**config.mk**
```make
export PLATFORM = sky130hd
export DESIGN_NAME = protobuf_record_splitter
export DESIGN_NICKNAME = d
export VERILOG_FILES = /design/src/rtl/core/pbrs_pkg.sv /design/src/rtl/core/pbrs_varint.sv /design/src/rtl/core/pbrs_in_reg.sv /design/src/rtl/core/pbrs_decoder.sv /design/src/rtl/core/pbrs_out_reg.sv /design/src/rtl/core/protobuf_record_splitter.sv
export SDC_FILE = /design/constraint.sdc
export NUM_CORES = 1
export LEC_CHECK = 0
export BUFFER_PORTS_ARGS = -buffer_cell sky130_fd_sc_hd__buf_2
export CORE_UTILIZATION = 60
export CTS_BUF_LIST = sky130_fd_sc_hd__clkbuf_4
export DETAILED_ROUTE_END_ITERATION = 10
export PLACE_DENSITY_LB_ADDON = 0.15
export SYNTH_ARGS = -nofsm -noshare
export SYNTH_HDL_FRONTEND = slang
export SYNTH_HIERARCHICAL = 1
export SYNTH_SLANG_ARGS = --single-unit
```
**constraint.sdc**
```tcl
create_clock -name clock -period 10.4 [get_ports clock]
set_input_delay 2.08 -clock clock [delete_from_list [all_inputs] [get_ports clock]]
set_output_delay 2.08 -clock clock [all_outputs]
set_load 0.01 [all_outputs]
```
**src/rtl/core/pbrs_pkg.sv**
```systemverilog
`timescale 1ns / 1ps
// -----------------------------------------------------------------------------
// pbrs_pkg
// Shared types, codes and defaults for the protobuf record splitter.
// -----------------------------------------------------------------------------
package pbrs_pkg;

   localparam int ACC_W      = 64;         // varint accumulator
   localparam int ACC_EXT_W  = ACC_W + 7;  // accumulator plus one shifted 7-bit group
   localparam int FIELD_W    = 61;
   localparam int WT_W       = 3;
   localparam int LEN_OUT_W  = 31;
   localparam int ROLE_W     = 2;
   localparam int ERR_W      = 3;

   localparam int DEF_MAX_VARINT_BYTES = 10;
   localparam int DEF_LENGTH_BITS      = 31;

   localparam int FIXED64_BYTES = 8;
   localparam int FIXED32_BYTES = 4;

   // wire types
   localparam logic [WT_W-1:0] WT_VARINT  = 3'd0;
   localparam logic [WT_W-1:0] WT_FIXED64 = 3'd1;
   localparam logic [WT_W-1:0] WT_LENGTH  = 3'd2;
   localparam logic [WT_W-1:0] WT_SGROUP  = 3'd3;
   localparam logic [WT_W-1:0] WT_EGROUP  = 3'd4;
   localparam logic [WT_W-1:0] WT_FIXED32 = 3'd5;

   // byte roles
   localparam logic [ROLE_W-1:0] ROLE_TAG     = 2'd0;
   localparam logic [ROLE_W-1:0] ROLE_LENGTH  = 2'd1;
   localparam logic [ROLE_W-1:0] ROLE_PAYLOAD = 2'd2;
   localparam logic [ROLE_W-1:0] ROLE_SKIP    = 2'd3;

   // error codes
   localparam logic [ERR_W-1:0] ERR_NONE      = 3'd0;
   localparam logic [ERR_W-1:0] ERR_OVERLONG  = 3'd1;
   localparam logic [ERR_W-1:0] ERR_BAD_WT    = 3'd2;
   localparam logic [ERR_W-1:0] ERR_TOO_LONG  = 3'd3;
   localparam logic [ERR_W-1:0] ERR_TRUNCATED = 3'd4;

   typedef enum logic [2:0] {
      PH_TAG,
      PH_LEN,
      PH_VPAY,
      PH_PAY,
      PH_SKIP
   } phase_type;

   typedef struct packed {
      logic done;      // terminating byte taken
      logic overlong;  // too many bytes or bits beyond 64
   } varint_status_type;

   typedef struct packed {
      logic [7:0]           out_byte;
      logic [ROLE_W-1:0]    byte_role;
      logic [FIELD_W-1:0]   field_number;
      logic [WT_W-1:0]      wire_type;
      logic [LEN_OUT_W-1:0] payload_length;
      logic                 record_end;
      logic [ERR_W-1:0]     error_code;
   } rsp_type;

endpackage

```
**src/rtl/core/pbrs_varint.sv**
```systemverilog
`timescale 1ns / 1ps
// -----------------------------------------------------------------------------
// pbrs_varint
// One byte step of a little-endian base-128 varint: merge, overflow check.
// -----------------------------------------------------------------------------
module pbrs_varint import pbrs_pkg::*; #(
   parameter int MAX_VARINT_BYTES = DEF_MAX_VARINT_BYTES,
   parameter int CNT_W            = $clog2(MAX_VARINT_BYTES + 1)
) (
   input  logic [7:0]        in_byte,
   input  logic [ACC_W-1:0]  acc,
   input  logic [CNT_W-1:0]  cnt,
   output logic [ACC_W-1:0]  acc_next,
   output logic [CNT_W-1:0]  cnt_next,
   output varint_status_type status
);

   localparam int SHIFT_W = $clog2(7 * MAX_VARINT_BYTES);

   logic [SHIFT_W-1:0]   shift;
   logic [ACC_EXT_W-1:0] shifted;
   logic                 bits_lost;

   always_comb begin
      shift     = SHIFT_W'(7 * cnt);
      shifted   = ACC_EXT_W'(in_byte[6:0]) << shift;
      // any group bit landing above bit 63 cannot be represented
      bits_lost = |shifted[ACC_EXT_W-1:ACC_W];
      acc_next  = acc | shifted[ACC_W-1:0];
      cnt_next  = cnt + CNT_W'(1);
      status.done     = !bits_lost && !in_byte[7];
      status.overlong = bits_lost ||
                        (in_byte[7] && (cnt_next >= CNT_W'(MAX_VARINT_BYTES)));
   end

endmodule

```
**src/rtl/core/pbrs_in_reg.sv**
```systemverilog
`timescale 1ns / 1ps
// -----------------------------------------------------------------------------
// pbrs_in_reg
// Input register stage; takes a new item whenever it is empty or draining.
// -----------------------------------------------------------------------------
module pbrs_in_reg import pbrs_pkg::*; (
   input  logic       clock,
   input  logic       reset,
   input  logic       req_valid,
   output logic       req_ready,
   input  logic [7:0] req_in_byte,
   input  logic       req_message_last,
   input  logic       take,
   output logic       held_valid,
   output logic [7:0] held_byte,
   output logic       held_last
);

   logic       valid_ff, valid_in;
   logic [7:0] byte_ff;
   logic       last_ff;

   assign req_ready = !valid_ff || take;

   always_comb begin
      valid_in = valid_ff;
      if (req_valid && req_ready) begin
         valid_in = 1'b1;
      end else if (take) begin
         valid_in = 1'b0;
      end
   end

   always_ff @(posedge clock) begin
      if (reset) begin
         valid_ff <= 1'b0;
      end else begin
         valid_ff <= valid_in;
      end
   end

   always_ff @(posedge clock) begin
      if (req_valid && req_ready) begin
         byte_ff <= req_in_byte;
         last_ff <= req_message_last;
      end
   end

   assign held_valid = valid_ff;
   assign held_byte  = byte_ff;
   assign held_last  = last_ff;

endmodule

```
**src/rtl/core/pbrs_decoder.sv**
```systemverilog
`timescale 1ns / 1ps
// -----------------------------------------------------------------------------
// pbrs_decoder
// Record state machine: tag, length prefix and payload tracking per byte.
// -----------------------------------------------------------------------------
module pbrs_decoder import pbrs_pkg::*; #(
   parameter int MAX_VARINT_BYTES = DEF_MAX_VARINT_BYTES,
   parameter int LENGTH_BITS      = DEF_LENGTH_BITS
) (
   input  logic       clock,
   input  logic       reset,
   input  logic       step,
   input  logic [7:0] in_byte,
   input  logic       in_last,
   output rsp_type    result
);

   localparam int CNT_W = $clog2(MAX_VARINT_BYTES + 1);

   phase_type               phase_ff, phase_in;
   logic [CNT_W-1:0]        cnt_ff, cnt_in;
   logic [ACC_W-1:0]        acc_ff, acc_in;
   logic [FIELD_W-1:0]      field_ff, field_in;
   logic [WT_W-1:0]         wt_ff, wt_in;
   logic [LENGTH_BITS-1:0]  remain_ff, remain_in;
   logic [LENGTH_BITS-1:0]  decl_ff, decl_in;

   logic [ACC_W-1:0]        v_acc;
   logic [CNT_W-1:0]        v_cnt;
   varint_status_type       v_stat;

   logic [WT_W-1:0]         tag_wt;
   logic [FIELD_W-1:0]      tag_field;
   logic [LENGTH_BITS-1:0]  tag_decl;
   logic [LENGTH_BITS-1:0]  prefix;
   logic                    len_ok;
   logic [LENGTH_BITS-1:0]  remain_next;
   logic [ERR_W-1:0]        err_raw;
   logic [ERR_W-1:0]        err_final;
   phase_type               phase_norm;
   logic [CNT_W-1:0]        cnt_norm;
   logic                    varint_phase;

   pbrs_varint #(
      .MAX_VARINT_BYTES(MAX_VARINT_BYTES),
      .CNT_W           (CNT_W)
   ) u_varint (
      .in_byte (in_byte),
      .acc     (acc_ff),
      .cnt     (cnt_ff),
      .acc_next(v_acc),
      .cnt_next(v_cnt),
      .status  (v_stat)
   );

   // shared decode: error, phase before error/end handling
   always_comb begin
      tag_wt       = v_acc[WT_W-1:0];
      tag_field    = v_acc[ACC_W-1:WT_W];
      prefix       = v_acc[LENGTH_BITS-1:0];
      len_ok       = v_stat.done && !(|v_acc[ACC_W-1:LENGTH_BITS]);
      remain_next  = (remain_ff != '0) ? remain_ff - LENGTH_BITS'(1) : remain_ff;
      varint_phase = (phase_ff == PH_TAG) || (phase_ff == PH_LEN) || (phase_ff == PH_VPAY);

      case (tag_wt)
         WT_FIXED64: tag_decl = LENGTH_BITS'(FIXED64_BYTES);
         WT_FIXED32: tag_decl = LENGTH_BITS'(FIXED32_BYTES);
         default:    tag_decl = '0;
      endcase

      err_raw    = ERR_NONE;
      phase_norm = phase_ff;
      case (phase_ff)
         PH_TAG: begin
            if (v_stat.overlong) begin
               err_raw = ERR_OVERLONG;
            end else if (v_stat.done) begin
               case (tag_wt)
                  WT_VARINT:             phase_norm = PH_VPAY;
                  WT_FIXED64:            phase_norm = PH_PAY;
                  WT_LENGTH:             phase_norm = PH_LEN;
                  WT_FIXED32:            phase_norm = PH_PAY;
                  WT_SGROUP, WT_EGROUP:  phase_norm = PH_TAG;
                  default:               err_raw    = ERR_BAD_WT;
               endcase
            end
         end
         PH_LEN: begin
            if (v_stat.overlong) begin
               err_raw = ERR_OVERLONG;
            end else if (v_stat.done && !len_ok) begin
               err_raw = ERR_TOO_LONG;
            end else if (len_ok) begin
               phase_norm = (prefix == '0) ? PH_TAG : PH_PAY;
            end
         end
         PH_VPAY: begin
            if (v_stat.overlong) begin
               err_raw = ERR_OVERLONG;
            end else if (v_stat.done) begin
               phase_norm = PH_TAG;
            end
         end
         PH_PAY: begin
            if (remain_next == '0) begin
               phase_norm = PH_TAG;
            end
         end
         default: begin
            phase_norm = PH_SKIP;
         end
      endcase

      if (varint_phase) begin
         cnt_norm = v_stat.done ? '0 : v_cnt;
      end else begin
         cnt_norm = cnt_ff;
      end

      // message ended inside a record
      if (err_raw != ERR_NONE) begin
         err_final = err_raw;
      end else if (in_last && (phase_norm != PH_SKIP) &&
                   ((phase_norm != PH_TAG) || (cnt_norm != '0))) begin
         err_final = ERR_TRUNCATED;
      end else begin
         err_final = ERR_NONE;
      end
   end

   // next state
   always_comb begin
      phase_in  = phase_norm;
      cnt_in    = cnt_norm;
      acc_in    = acc_ff;
      field_in  = field_ff;
      wt_in     = wt_ff;
      remain_in = remain_ff;
      decl_in   = decl_ff;

      if (varint_phase) begin
         acc_in = v_stat.done ? '0 : v_acc;
      end

      case (phase_ff)
         PH_TAG: begin
            if (v_stat.done) begin
               field_in  = tag_field;
               wt_in     = tag_wt;
               decl_in   = tag_decl;
               remain_in = tag_decl;
            end
         end
         PH_LEN: begin
            if (len_ok) begin
               decl_in   = prefix;
               remain_in = prefix;
            end
         end
         PH_PAY: begin
            remain_in = remain_next;
         end
         default: begin
         end
      endcase

      if (err_raw != ERR_NONE) begin
         phase_in = PH_SKIP;
      end

      if (in_last) begin
         phase_in = PH_TAG;
         cnt_in   = '0;
         acc_in   = '0;
      end
   end

   // outputs
   always_comb begin
      result.out_byte       = in_byte;
      result.byte_role      = ROLE_SKIP;
      result.field_number   = '0;
      result.wire_type      = '0;
      result.payload_length = '0;
      result.record_end     = 1'b0;
      result.error_code     = err_final;

      case (phase_ff)
         PH_TAG: begin
            result.byte_role = ROLE_TAG;
            if (v_stat.done) begin
               result.field_number   = tag_field;
               result.wire_type      = tag_wt;
               result.payload_length = LEN_OUT_W'(tag_decl);
               result.record_end     = (tag_wt == WT_SGROUP) || (tag_wt == WT_EGROUP);
            end
         end
         PH_LEN: begin
            result.byte_role    = ROLE_LENGTH;
            result.field_number = field_ff;
            result.wire_type    = wt_ff;
            if (len_ok) begin
               result.payload_length = LEN_OUT_W'(prefix);
               result.record_end     = (prefix == '0);
            end
         end
         PH_VPAY: begin
            result.byte_role    = ROLE_PAYLOAD;
            result.field_number = field_ff;
            result.wire_type    = wt_ff;
            result.record_end   = v_stat.done;
         end
         PH_PAY: begin
            result.byte_role      = ROLE_PAYLOAD;
            result.field_number   = field_ff;
            result.wire_type      = wt_ff;
            result.payload_length = LEN_OUT_W'(decl_ff);
            result.record_end     = (remain_next == '0);
         end
         default: begin
         end
      endcase
   end

   always_ff @(posedge clock) begin
      if (reset) begin
         phase_ff <= PH_TAG;
         cnt_ff   <= '0;
         acc_ff   <= '0;
      end else if (step) begin
         phase_ff <= phase_in;
         cnt_ff   <= cnt_in;
         acc_ff   <= acc_in;
      end
   end

   always_ff @(posedge clock) begin
      if (step) begin
         field_ff  <= field_in;
         wt_ff     <= wt_in;
         remain_ff <= remain_in;
         decl_ff   <= decl_in;
      end
   end

endmodule

```
**src/rtl/core/pbrs_out_reg.sv**
```systemverilog
`timescale 1ns / 1ps
// -----------------------------------------------------------------------------
// pbrs_out_reg
// Result register; loads a decoded item when empty or being drained.
// -----------------------------------------------------------------------------
module pbrs_out_reg import pbrs_pkg::*; (
   input  logic    clock,
   input  logic    reset,
   input  logic    in_valid,
   input  rsp_type result,
   output logic    take,
   output logic    rsp_valid,
   input  logic    rsp_ready,
   output rsp_type rsp_data
);

   logic    valid_ff, valid_in;
   rsp_type data_ff;

   assign take = in_valid && (!valid_ff || rsp_ready);

   always_comb begin
      valid_in = valid_ff;
      if (take) begin
         valid_in = 1'b1;
      end else if (rsp_ready) begin
         valid_in = 1'b0;
      end
   end

   always_ff @(posedge clock) begin
      if (reset) begin
         valid_ff <= 1'b0;
      end else begin
         valid_ff <= valid_in;
      end
   end

   always_ff @(posedge clock) begin
      if (take) begin
         data_ff <= result;
      end
   end

   assign rsp_valid = valid_ff;
   assign rsp_data  = data_ff;

endmodule

```
**src/rtl/core/protobuf_record_splitter.sv**
```systemverilog
`timescale 1ns / 1ps
// -----------------------------------------------------------------------------
// protobuf_record_splitter
// Splits a serialized protobuf message, one byte per item, into records and
// labels every byte with its role, field number, wire type and length.
// -----------------------------------------------------------------------------
//  channel | dir | handshake            | payload
//  req_    | in  | req_valid/req_ready  | in_byte, message_last
//  rsp_    | out | rsp_valid/rsp_ready  | out_byte, byte_role, field_number,
//          |     |                      | wire_type, payload_length,
//          |     |                      | record_end, error_code
//
//  One item per cycle sustained while rsp_ready stays high; an item passes the
//  input register, then the result register. The record state updates once per byte.
//  Reset is synchronous; it empties both registers and returns to tag phase.
//  A stalled result holds in the result register while the input register
//  still takes one more item; req_ready drops once both are full.
// -----------------------------------------------------------------------------
module protobuf_record_splitter import pbrs_pkg::*; #(
   parameter int MAX_VARINT_BYTES = DEF_MAX_VARINT_BYTES,
   parameter int LENGTH_BITS      = DEF_LENGTH_BITS
) (
   input  logic                 clock,
   input  logic                 reset,
   input  logic                 req_valid,
   output logic                 req_ready,
   input  logic [7:0]           req_in_byte,
   input  logic                 req_message_last,
   output logic                 rsp_valid,
   input  logic                 rsp_ready,
   output logic [7:0]           rsp_out_byte,
   output logic [ROLE_W-1:0]    rsp_byte_role,
   output logic [FIELD_W-1:0]   rsp_field_number,
   output logic [WT_W-1:0]      rsp_wire_type,
   output logic [LEN_OUT_W-1:0] rsp_payload_length,
   output logic                 rsp_record_end,
   output logic [ERR_W-1:0]     rsp_error_code
);

   logic       take;
   logic       held_valid;
   logic [7:0] held_byte;
   logic       held_last;
   rsp_type    result;
   rsp_type    rsp_data;

   pbrs_in_reg u_in_reg (
      .clock           (clock),
      .reset           (reset),
      .req_valid       (req_valid),
      .req_ready       (req_ready),
      .req_in_byte     (req_in_byte),
      .req_message_last(req_message_last),
      .take            (take),
      .held_valid      (held_valid),
      .held_byte       (held_byte),
      .held_last       (held_last)
   );

   pbrs_decoder #(
      .MAX_VARINT_BYTES(MAX_VARINT_BYTES),
      .LENGTH_BITS     (LENGTH_BITS)
   ) u_decoder (
      .clock  (clock),
      .reset  (reset),
      .step   (take),
      .in_byte(held_byte),
      .in_last(held_last),
      .result (result)
   );

   pbrs_out_reg u_out_reg (
      .clock    (clock),
      .reset    (reset),
      .in_valid (held_valid),
      .result   (result),
      .take     (take),
      .rsp_valid(rsp_valid),
      .rsp_ready(rsp_ready),
      .rsp_data (rsp_data)
   );

   assign rsp_out_byte       = rsp_data.out_byte;
   assign rsp_byte_role      = rsp_data.byte_role;
   assign rsp_field_number   = rsp_data.field_number;
   assign rsp_wire_type      = rsp_data.wire_type;
   assign rsp_payload_length = rsp_data.payload_length;
   assign rsp_record_end     = rsp_data.record_end;
   assign rsp_error_code     = rsp_data.error_code;

endmodule

```
== Yosys cells after proc, flatten, opt, wreduce, memory -nomap -nowiden ==
Cells that the tools add are included.

* Logic and storage cells: 122
* Bits in read-only memories: 0
* Memories kept: 0
* Memory bits (writable): 0
* Register bits: 317
* Input bits: 13
* Bits in latches: 0

* Bitwise operators: 1
* Shift operators: 1
* Divide/modulo/power cells: 0
* Equality and inequality tests: 11
* $add $sub $neg: 2
* Muxes and demuxes: 43
* Multipliers: 1
* Order comparisons: 1
* Reduce and logical (&&, ||, !) cells: 44

{| class="wikitable"
|+ Operator list
! operator !! count
|-
| case mux 66 bit (3 select lines) || 1
|-
| 2-to-1 mux 64 bit || 3
|-
| case mux 31 bit (3 select lines) || 2
|-
| 2-to-1 mux 96 bit || 1
|-
| 2-to-1 mux 31 bit || 3
|-
| left shift 7 x 7 -> 71 bit || 1
|-
| bitwise OR 64 bit || 1
|-
| logical NOT 31 bit || 2
|-
| case mux 31 bit (2 select lines) || 1
|-
| 2-to-1 mux 3 bit || 15
|-
| OR reduction 33 bit || 1
|-
| 2-to-1 mux 32 bit || 1
|-
| nonzero test 31 bit || 1
|-
| subtractor 31 x 1 -> 31 bit (second input constant) || 1
|-
| case mux 3 bit (4 select lines) || 2
|-
| equality test 3 x 2 -> 1 bit (second input constant) || 4
|-
| 2-to-1 mux 4 bit || 3
|-
| case mux 3 bit (3 select lines) || 1
|-
| nonzero test 3 bit || 3
|-
| logical AND 1 bit || 8
|-
| case mux 4 bit (2 select lines) || 1
|-
| AND reduction 4 bit || 2
|-
| nonzero test 2 bit || 4
|-
| logical OR 1 bit || 7
|-
| other kinds (18) || 35
|}

== Longest topological paths before layout ==
Gate-level depths: netlist of the first run.

* Depth after elaboration: 16
* Gate-level depth with buffers: 13

== Hierarchy ==
The synthesis of the first run kept the hierarchy.

{| class="wikitable"
|+ Modules (own cells, without submodules)
! module !! instances !! sequential area each (um^2) !! cells an instance !! area an instance (um^2)
|-
| pbrs_decoder || 1 || 5205.0 || 1031 || 9800.6
|-
| pbrs_out_reg || 1 || 3293.2 || 114 || 3328.2
|-
| pbrs_varint || 1 || 0.0 || 107 || 909.6
|-
| pbrs_in_reg || 1 || 290.3 || 14 || 325.3
|}

== Worst setup path after synthesis of the first run ==
OpenSTA, ideal clock, no wires.

* Kind: input port to flip-flop
* From: input port rsp_ready
* To: register u_decoder.remain_ff[0], enable pin
* Slack: 4.208 ns
* Stages on the path: 4
* Path buffers: 1
* Data arrival time: 5.727 ns
* Data required time: 9.936 ns
* Path through: nand2b_4 and2_4 clkbuf_1 nor3b_1

* Cells in the longest elaborated chain, start to end: 3

{| class="wikitable"
|+ RTL lines
! what !! RTL line !! RTL
|-
| start: declaration || protobuf_record_splitter.sv:30 || <nowiki>input logic rsp_ready,</nowiki>
|-
| logical OR 1 bit || pbrs_out_reg.sv:20 || <nowiki>assign take = in_valid && (!valid_ff || rsp_ready);</nowiki>
|-
| logical AND 1 bit || pbrs_out_reg.sv:20 ||
|-
| net take || protobuf_record_splitter.sv:40 || <nowiki>logic take;</nowiki>
|-
| AND reduction 4 bit (no line) || n/a ||
|-
| end signal: assignment || pbrs_decoder.sv:241 || <nowiki>remain_ff <= remain_in;</nowiki>
|-
| end: declaration || pbrs_decoder.sv:25 || <nowiki>logic [LENGTH_BITS-1:0] remain_ff, remain_in;</nowiki>
|}

The timed path passes the listed nets, and every way through them passes these cells.
A chain may end at the register's enable or synchronous reset.

== Worst setup path in the final report of the first run ==
* From: input port rsp_ready
* To: output port req_ready

* Cells in the longest elaborated chain, start to end: 3

{| class="wikitable"
|+ RTL lines
! what !! RTL line !! RTL
|-
| logical OR 1 bit || pbrs_out_reg.sv:20 ||
|-
| logical AND 1 bit || pbrs_out_reg.sv:20 ||
|-
| net take || protobuf_record_splitter.sv:40 ||
|-
| logical OR 1 bit || pbrs_in_reg.sv:23 || <nowiki>assign req_ready = !valid_ff || take;</nowiki>
|-
| end: declaration || protobuf_record_splitter.sv:26 || <nowiki>output logic req_ready,</nowiki>
|}

The timed path passes the listed nets, and every way through them passes these cells.

==> impl_metrics.ini, run 1 <==
[status]
status = finished, final reports clean

[grt]
grt_pass1_wl_mm = 53.6
grt.overflow.total = 0
grt_max_degree = 75
antenna_found_initial = 1
grt_pass1_vias = 9751
track_usage_pct = 28.5

[worst_setup_path]
r2r-end = u_decoder/decl_ff[12]
worst_ep_required_time_ns = 8.32
crit_start = rsp_ready
cp.arrival_ns = 3.28
slowest_stage = and2_4
crit_path_cell_trace = buf_2 > nand2b_4 > and2_4 > nand2b_4 > buf_2
cp-start-kind = input port
critical_path.endpoint = req_ready
regToRegStartpoint = u_decoder/cnt_ff[0]
worstSetupPathType = input port to primary output
cp_slowest_stage_delay_ns = 0.60
path_max_fanout = 53
r2r_cells = 9
cp-end-kind = primary output
ff2ff_setup_slack_ns = 6.07

[route]
firstDrtPassIters = 6
drt-total-wl_mm = 34.3
drtIter0Drc = 1130
wl_per_cell_um = 19.5
vias_per_cell = 6.03
vias = 10600
ant_nets = 0
remaining_drc_errors = 0

[clocking]
cts.clk_slew.worst_paths_ns = 0.06
ctsResizeCount = 0
cts_hold_buf = 0
cts_tree = built
cts_max_path_buffers = 3
cts_setup_buffers = 0
root_buffer = clkbuf_4
clk-insertion-delay-late_ns = 0.70
cts_sinks = 317
cts_buffers = 78
h-tree-depth = 3

[pwr]
ir_drop_v = 0.0000960
power.density_mw_per_mm2 = 163
fin_total_pwr_uw = 2620
p_leak_uw = 0.00650

[timing]
timing.setup.tns_ns = 0
fmax_mhz = 187
slew_viol_final = 0
rsz0062_at_grt = no
skew_ns = 0.0602
slew_headroom_pct = 39.8
fin_crit_sh_pct = 51.6
worst_slew_pin_slew_ns = 0.901
hold_viol = 0
finalCriticalPeriod_ns = 5.36
setup_viol = 0

[finish]
area_growth_pct = 11.6
layout-drive-gt1-share_pct = 22.9
final_core_util_pct = 68.3
nNetsFinal = 1394

[synth]
synth_area_mm2 = 0.0144
yosys_warnings = 6
synth_fp_nets = 1283
synth_cells = 1266
synth.distinct_cells = 81
synth_ff_type = edfxtp_1
synth_area_per_cell_um2 = 11.3
yosysSeqAreaShare_pct = 61.2
synth_edf_count = 244
async_flop_share_pct = 0
synth-seq-cells = 317

[floorplanning]
pin_count = 124
die_x_um = 157
rows = 56
floorplan.initialDensity_pct = 61.2
die_h_um = 157
coreArea_mm2 = 0.0235
die-area_mm2 = 0.0246

[place]
place_hpwl_mm = 21.2
place_congestion = 0.941
io_buffer_count = 123

[worst_hold_path]
worst_hold_path_type = flop to flop

[job]
drv_cap = 0
## layout by cell type, fill, tap and decap left out, types with 17 or more instances in the layout
cell      count
inv_1        17
buf_2       123
dfxtp_1      72
nor2_1       63
a21o_1       82
nand3_1     108
and3_1       32
a22o_1       30
o21ai_0      18
edfxtp_1    244
nand2_1     115
clkbuf_4    122
nor4_1       26
and2_1       29
nor3_1       17
a21oi_1     139
## worst max-delay path: cells and delay by family
kind	cells	cell delay, ns
buffers and inverters	2	0.20
AND/OR/NAND/NOR	3	0.99
## power breakdown
group,switching [µW],internal [µW]
registers,25.0,1410
logic,112,43.1
clock network,495,540
## worst min path at each step
stage                                 to            startpoint  cells after the start
global placement    u_decoder/acc_ff[36]  u_decoder/acc_ff[36]                      2
finish              u_decoder/acc_ff[33]  u_decoder/acc_ff[33]                      2
detailed placement  u_decoder/acc_ff[43]  u_decoder/acc_ff[43]                      2
CTS                 u_decoder/acc_ff[31]  u_decoder/acc_ff[31]                      2
global route         u_decoder/acc_ff[5]   u_decoder/acc_ff[5]                      2
floorplan           u_decoder/acc_ff[31]  u_decoder/acc_ff[31]                      2
## kinds of logic (layout without fill, tap and decap cells)
| kind of cell | Yosys count | count (layout) | synth area share, % |
|---|---|---|---|
| xor+xnor | 27 | 27 | 1.70 |
| flops | 317 | 317 | 61.2 |
| other cells | 0 | 2 | 0 |
| mux | 2 | 2 | 0.157 |
| fa+ha+maj | 4 | 4 | 0.348 |
| buf+inv | 125 | 300 | 4.25 |
| compound gates | 322 | 322 | 14.6 |
| simple gates | 469 | 469 | 17.8 |
## flip-flops by register name, summed over array words and instances, names as in the netlist
name,count
u_decoder/remain_ff,31
u_decoder/acc_ff,64
u_decoder/wt_ff,3
u_decoder/cnt_ff,4
u_decoder/phase_ff,3
u_in_reg/held_byte,8
u_in_reg/held_valid,1
u_out_reg/rsp_data,109
u_out_reg/rsp_valid,1
u_decoder/field_ff,61
u_decoder/decl_ff,31
u_in_reg/held_last,1
## metrics by stage
stage / area (µm²) / cells / hold slack (ns) / setup slack (ns)
2_1_floorplan: 14400 / 1266 / 0.432 / 4.21
3_3_place_gp: 15000 / 1616 / 0.437 / 5.05
3_5_place_dp: 15000 / 1616 / 0.443 / 5.00
4_1_cts: 16000 / 1760 / 0.452 / 5.00
5_1_grt: 16000 / 1762 / 0.465 / 4.96
6_report: 16000 / 1762 / 0.451 / 5.04
## area by class of cell
cell class,count,area (µm²)
Clock buffer,122,916
Clock inverter,22,111
Antenna cell,2,5.00
Fill cell,1785,7440
Timing Repair Buffer,138,728
Tap cell,319,399
Sequential cell,317,8790
Inverter,18,70.1
Multi-Input combinational cell,824,5020
## synthesized netlist by cell type (6+ instances only)
master,n,area (µm²)
a21oi_1,139,696
nor2_1,65,244
inv_1,17,63.8
xnor2_1,11,96.3
buf_1,8,30.0
nor4_1,26,163
nor3_1,18,90.1
or2_2,6,37.5
a21o_1,82,616
clkbuf_1,74,278
and2_1,30,188
and3_1,32,200
xor2_1,15,131
buf_4,9,67.6
edfxtp_1,244,7330
o21ai_0,18,90.1
nand3_1,108,541
nand2_1,116,435
o21bai_1,11,82.6
o31ai_1,6,45.0
nand4_1,7,43.8
a22o_1,30,263
dfxtp_1,73,1460
## layer usage
metal  up-vias  wire length (µm)  GRT usage, %
li1       4960                 -             -
met1      5078             15400          43.3
met2       536             14900          39.8
met3        55              3300          6.23
met4         0               741          10.9
met5         -                 0             0
Note: power is estimated with default switching activity, not from simulation.
==> inputs of run 2 (changes only) <==
- clock period: 10.4 -> 5 ns (I/O delays scaled with it)
==> run 2 against run 1 <==
Largest cell class unchanged. Global-route usage grew 1.9 points. Worst setup slack worse by 4.2 ns. Critical path type is now flop to flop. Highest routed layer unchanged. Core utilization is 0.51 points higher.
==> impl_metrics.ini, run 2 (synthesis results as in run 1) <==
[clocking]
cts_max_path_buffers = 3
root_buffer = clkbuf_4
clk-insertion-delay-late_ns = 0.70
cts_sinks = 317
cts.clk_slew.worst_paths_ns = 0.07
cts_setup_buffers = 0
cts_hold_buf = 0
ctsResizeCount = 0
h-tree-depth = 3
cts_tree = built
cts_buffers = 80

[timing]
timing.setup.tns_ns = 0
fmax_mhz = 239
slew_headroom_pct = 31.0
skew_ns = 0.0759
setup_viol = 0
fin_crit_sh_pct = 83.6
rsz0062_at_grt = no
hold_viol = 0
worst_slew_pin_slew_ns = 1.03
slew_viol_final = 0
finalCriticalPeriod_ns = 4.18

[grt]
grt_max_degree = 74
grt.overflow.total = 0
track_usage_pct = 30.5
grt_pass1_vias = 9831
grt_pass1_wl_mm = 56.3
antenna_found_initial = 1

[floorplanning]
die_h_um = 157
coreArea_mm2 = 0.0235
die_x_um = 157
floorplan.initialDensity_pct = 61.2
pin_count = 124
die-area_mm2 = 0.0246
rows = 56

[finish]
seqCellArea_mm2 = 0.00879
layout_common_cells = 244 x edfxtp_1, 139 x a21oi_1, 125 x clkbuf_4, 123 x buf_2, 115 x nand2_1
nFillCells = 1773
largest_register_ffs = 109
layout_commonest_cell = edfxtp_1
layout-drive-gt1-share_pct = 23.5
area_growth_pct = 12.5
multi_input_comb_area_mm2 = 0.00502
final_area_mm2 = 0.0162
nNetsFinal = 1400

[worst_setup_path]
cp.arrival_ns = 4.46
r2r_cells = 11
worstSetupPathType = flop to flop
worst_ep_required_time_ns = 5.28
cp-end-kind = flop
cp-start-kind = flop
path_max_fanout = 31

[place]
placed_cell_area_mm2 = 0.0151
place_congestion = 0.873
io_buffer_count = 123
place_hpwl_mm = 23.0

[job]
drv_cap = 0

[pwr]
p_leak_uw = 0.00656
power.density_mw_per_mm2 = 348
ir_drop_v = 0.000278

[route]
drt-total-wl_mm = 36.5
firstDrtPassIters = 5
drtIter0Drc = 1230
wl_per_cell_um = 20.7
vias = 10800
remaining_drc_errors = 0
ant_nets = 0
vias_per_cell = 6.10

[worst_hold_path]
hold_path_depth = 2
worst_hold_path_type = flop to flop

[status]
status = finished, final reports clean
## run 2: area by class of cell
type / count / area share (%)
clock buffer: 125 / 5.81
multi-input combinational: 824 / 31.1
antenna: 1 / 0.0155
clock inverter: 23 / 1.01
tap: 319 / 2.47
sequential: 317 / 54.4
timing repair buffer: 142 / 4.77
inverter: 18 / 0.434
## run 2: power by group
group          switching, µW  leakage, µW  internal [µW]
registers               53.9      0.00297           2920
logic                    241      0.00293           93.2
clock network           1050     0.000652           1250
## run 2: stage by stage
stage / setup WS (ns) / utilization, % / power (µW) / std cells / hold WS (ns)
finish: 0.822 / 68.8 / 5610 / 1769 / 0.452
CTS: 0.914 / 68.8 / 5660 / 1768 / 0.445
detailed placement: 0.983 / 64.1 / 3370 / 1620 / 0.443
global placement: 1.03 / 64.1 / 3360 / 1620 / 0.438
global route: 0.663 / 68.8 / 5830 / 1769 / 0.448
floorplan: 0.00348 / - / 3240 / 1266 / 0.432
## run 2: critical path: stages (launching register included)
cell and delay [ns]:
dfxtp_1 0.84, nand2b_4 0.31, nor2_4 0.08, a21o_1 0.23, nor4_1 0.54, nand4_1 0.22
nor3_1 0.59, o21ai_0 0.17, nor2_1 0.12, a21oi_1 0.07, nor3b_4 0.19, buf_4 0.40
## run 2: path summary, 6_finish.rpt
kind / from / end / slack, ns
min reg2reg: u_decoder/acc_ff[18] / u_decoder/acc_ff[18] / 0.45
max reg2reg: u_decoder/cnt_ff[0] / u_decoder/remain_ff[6] / 0.82
max: u_decoder/cnt_ff[0] / u_decoder/remain_ff[6] / 0.82
min: u_decoder/acc_ff[18] / u_decoder/acc_ff[18] / 0.45
## run 2: layer usage
| metal | share of wire (%) | GRT usage, % | vias up |
|---|---|---|---|
| met5 | 0 | 0 | - |
| li1 | - | - | 4973 |
| met4 | 2.8 | 11.5 | 0 |
| met2 | 43 | 42.6 | 550 |
| met1 | 45 | 46.5 | 5194 |
| met3 | 9.2 | 6.09 | 78 |
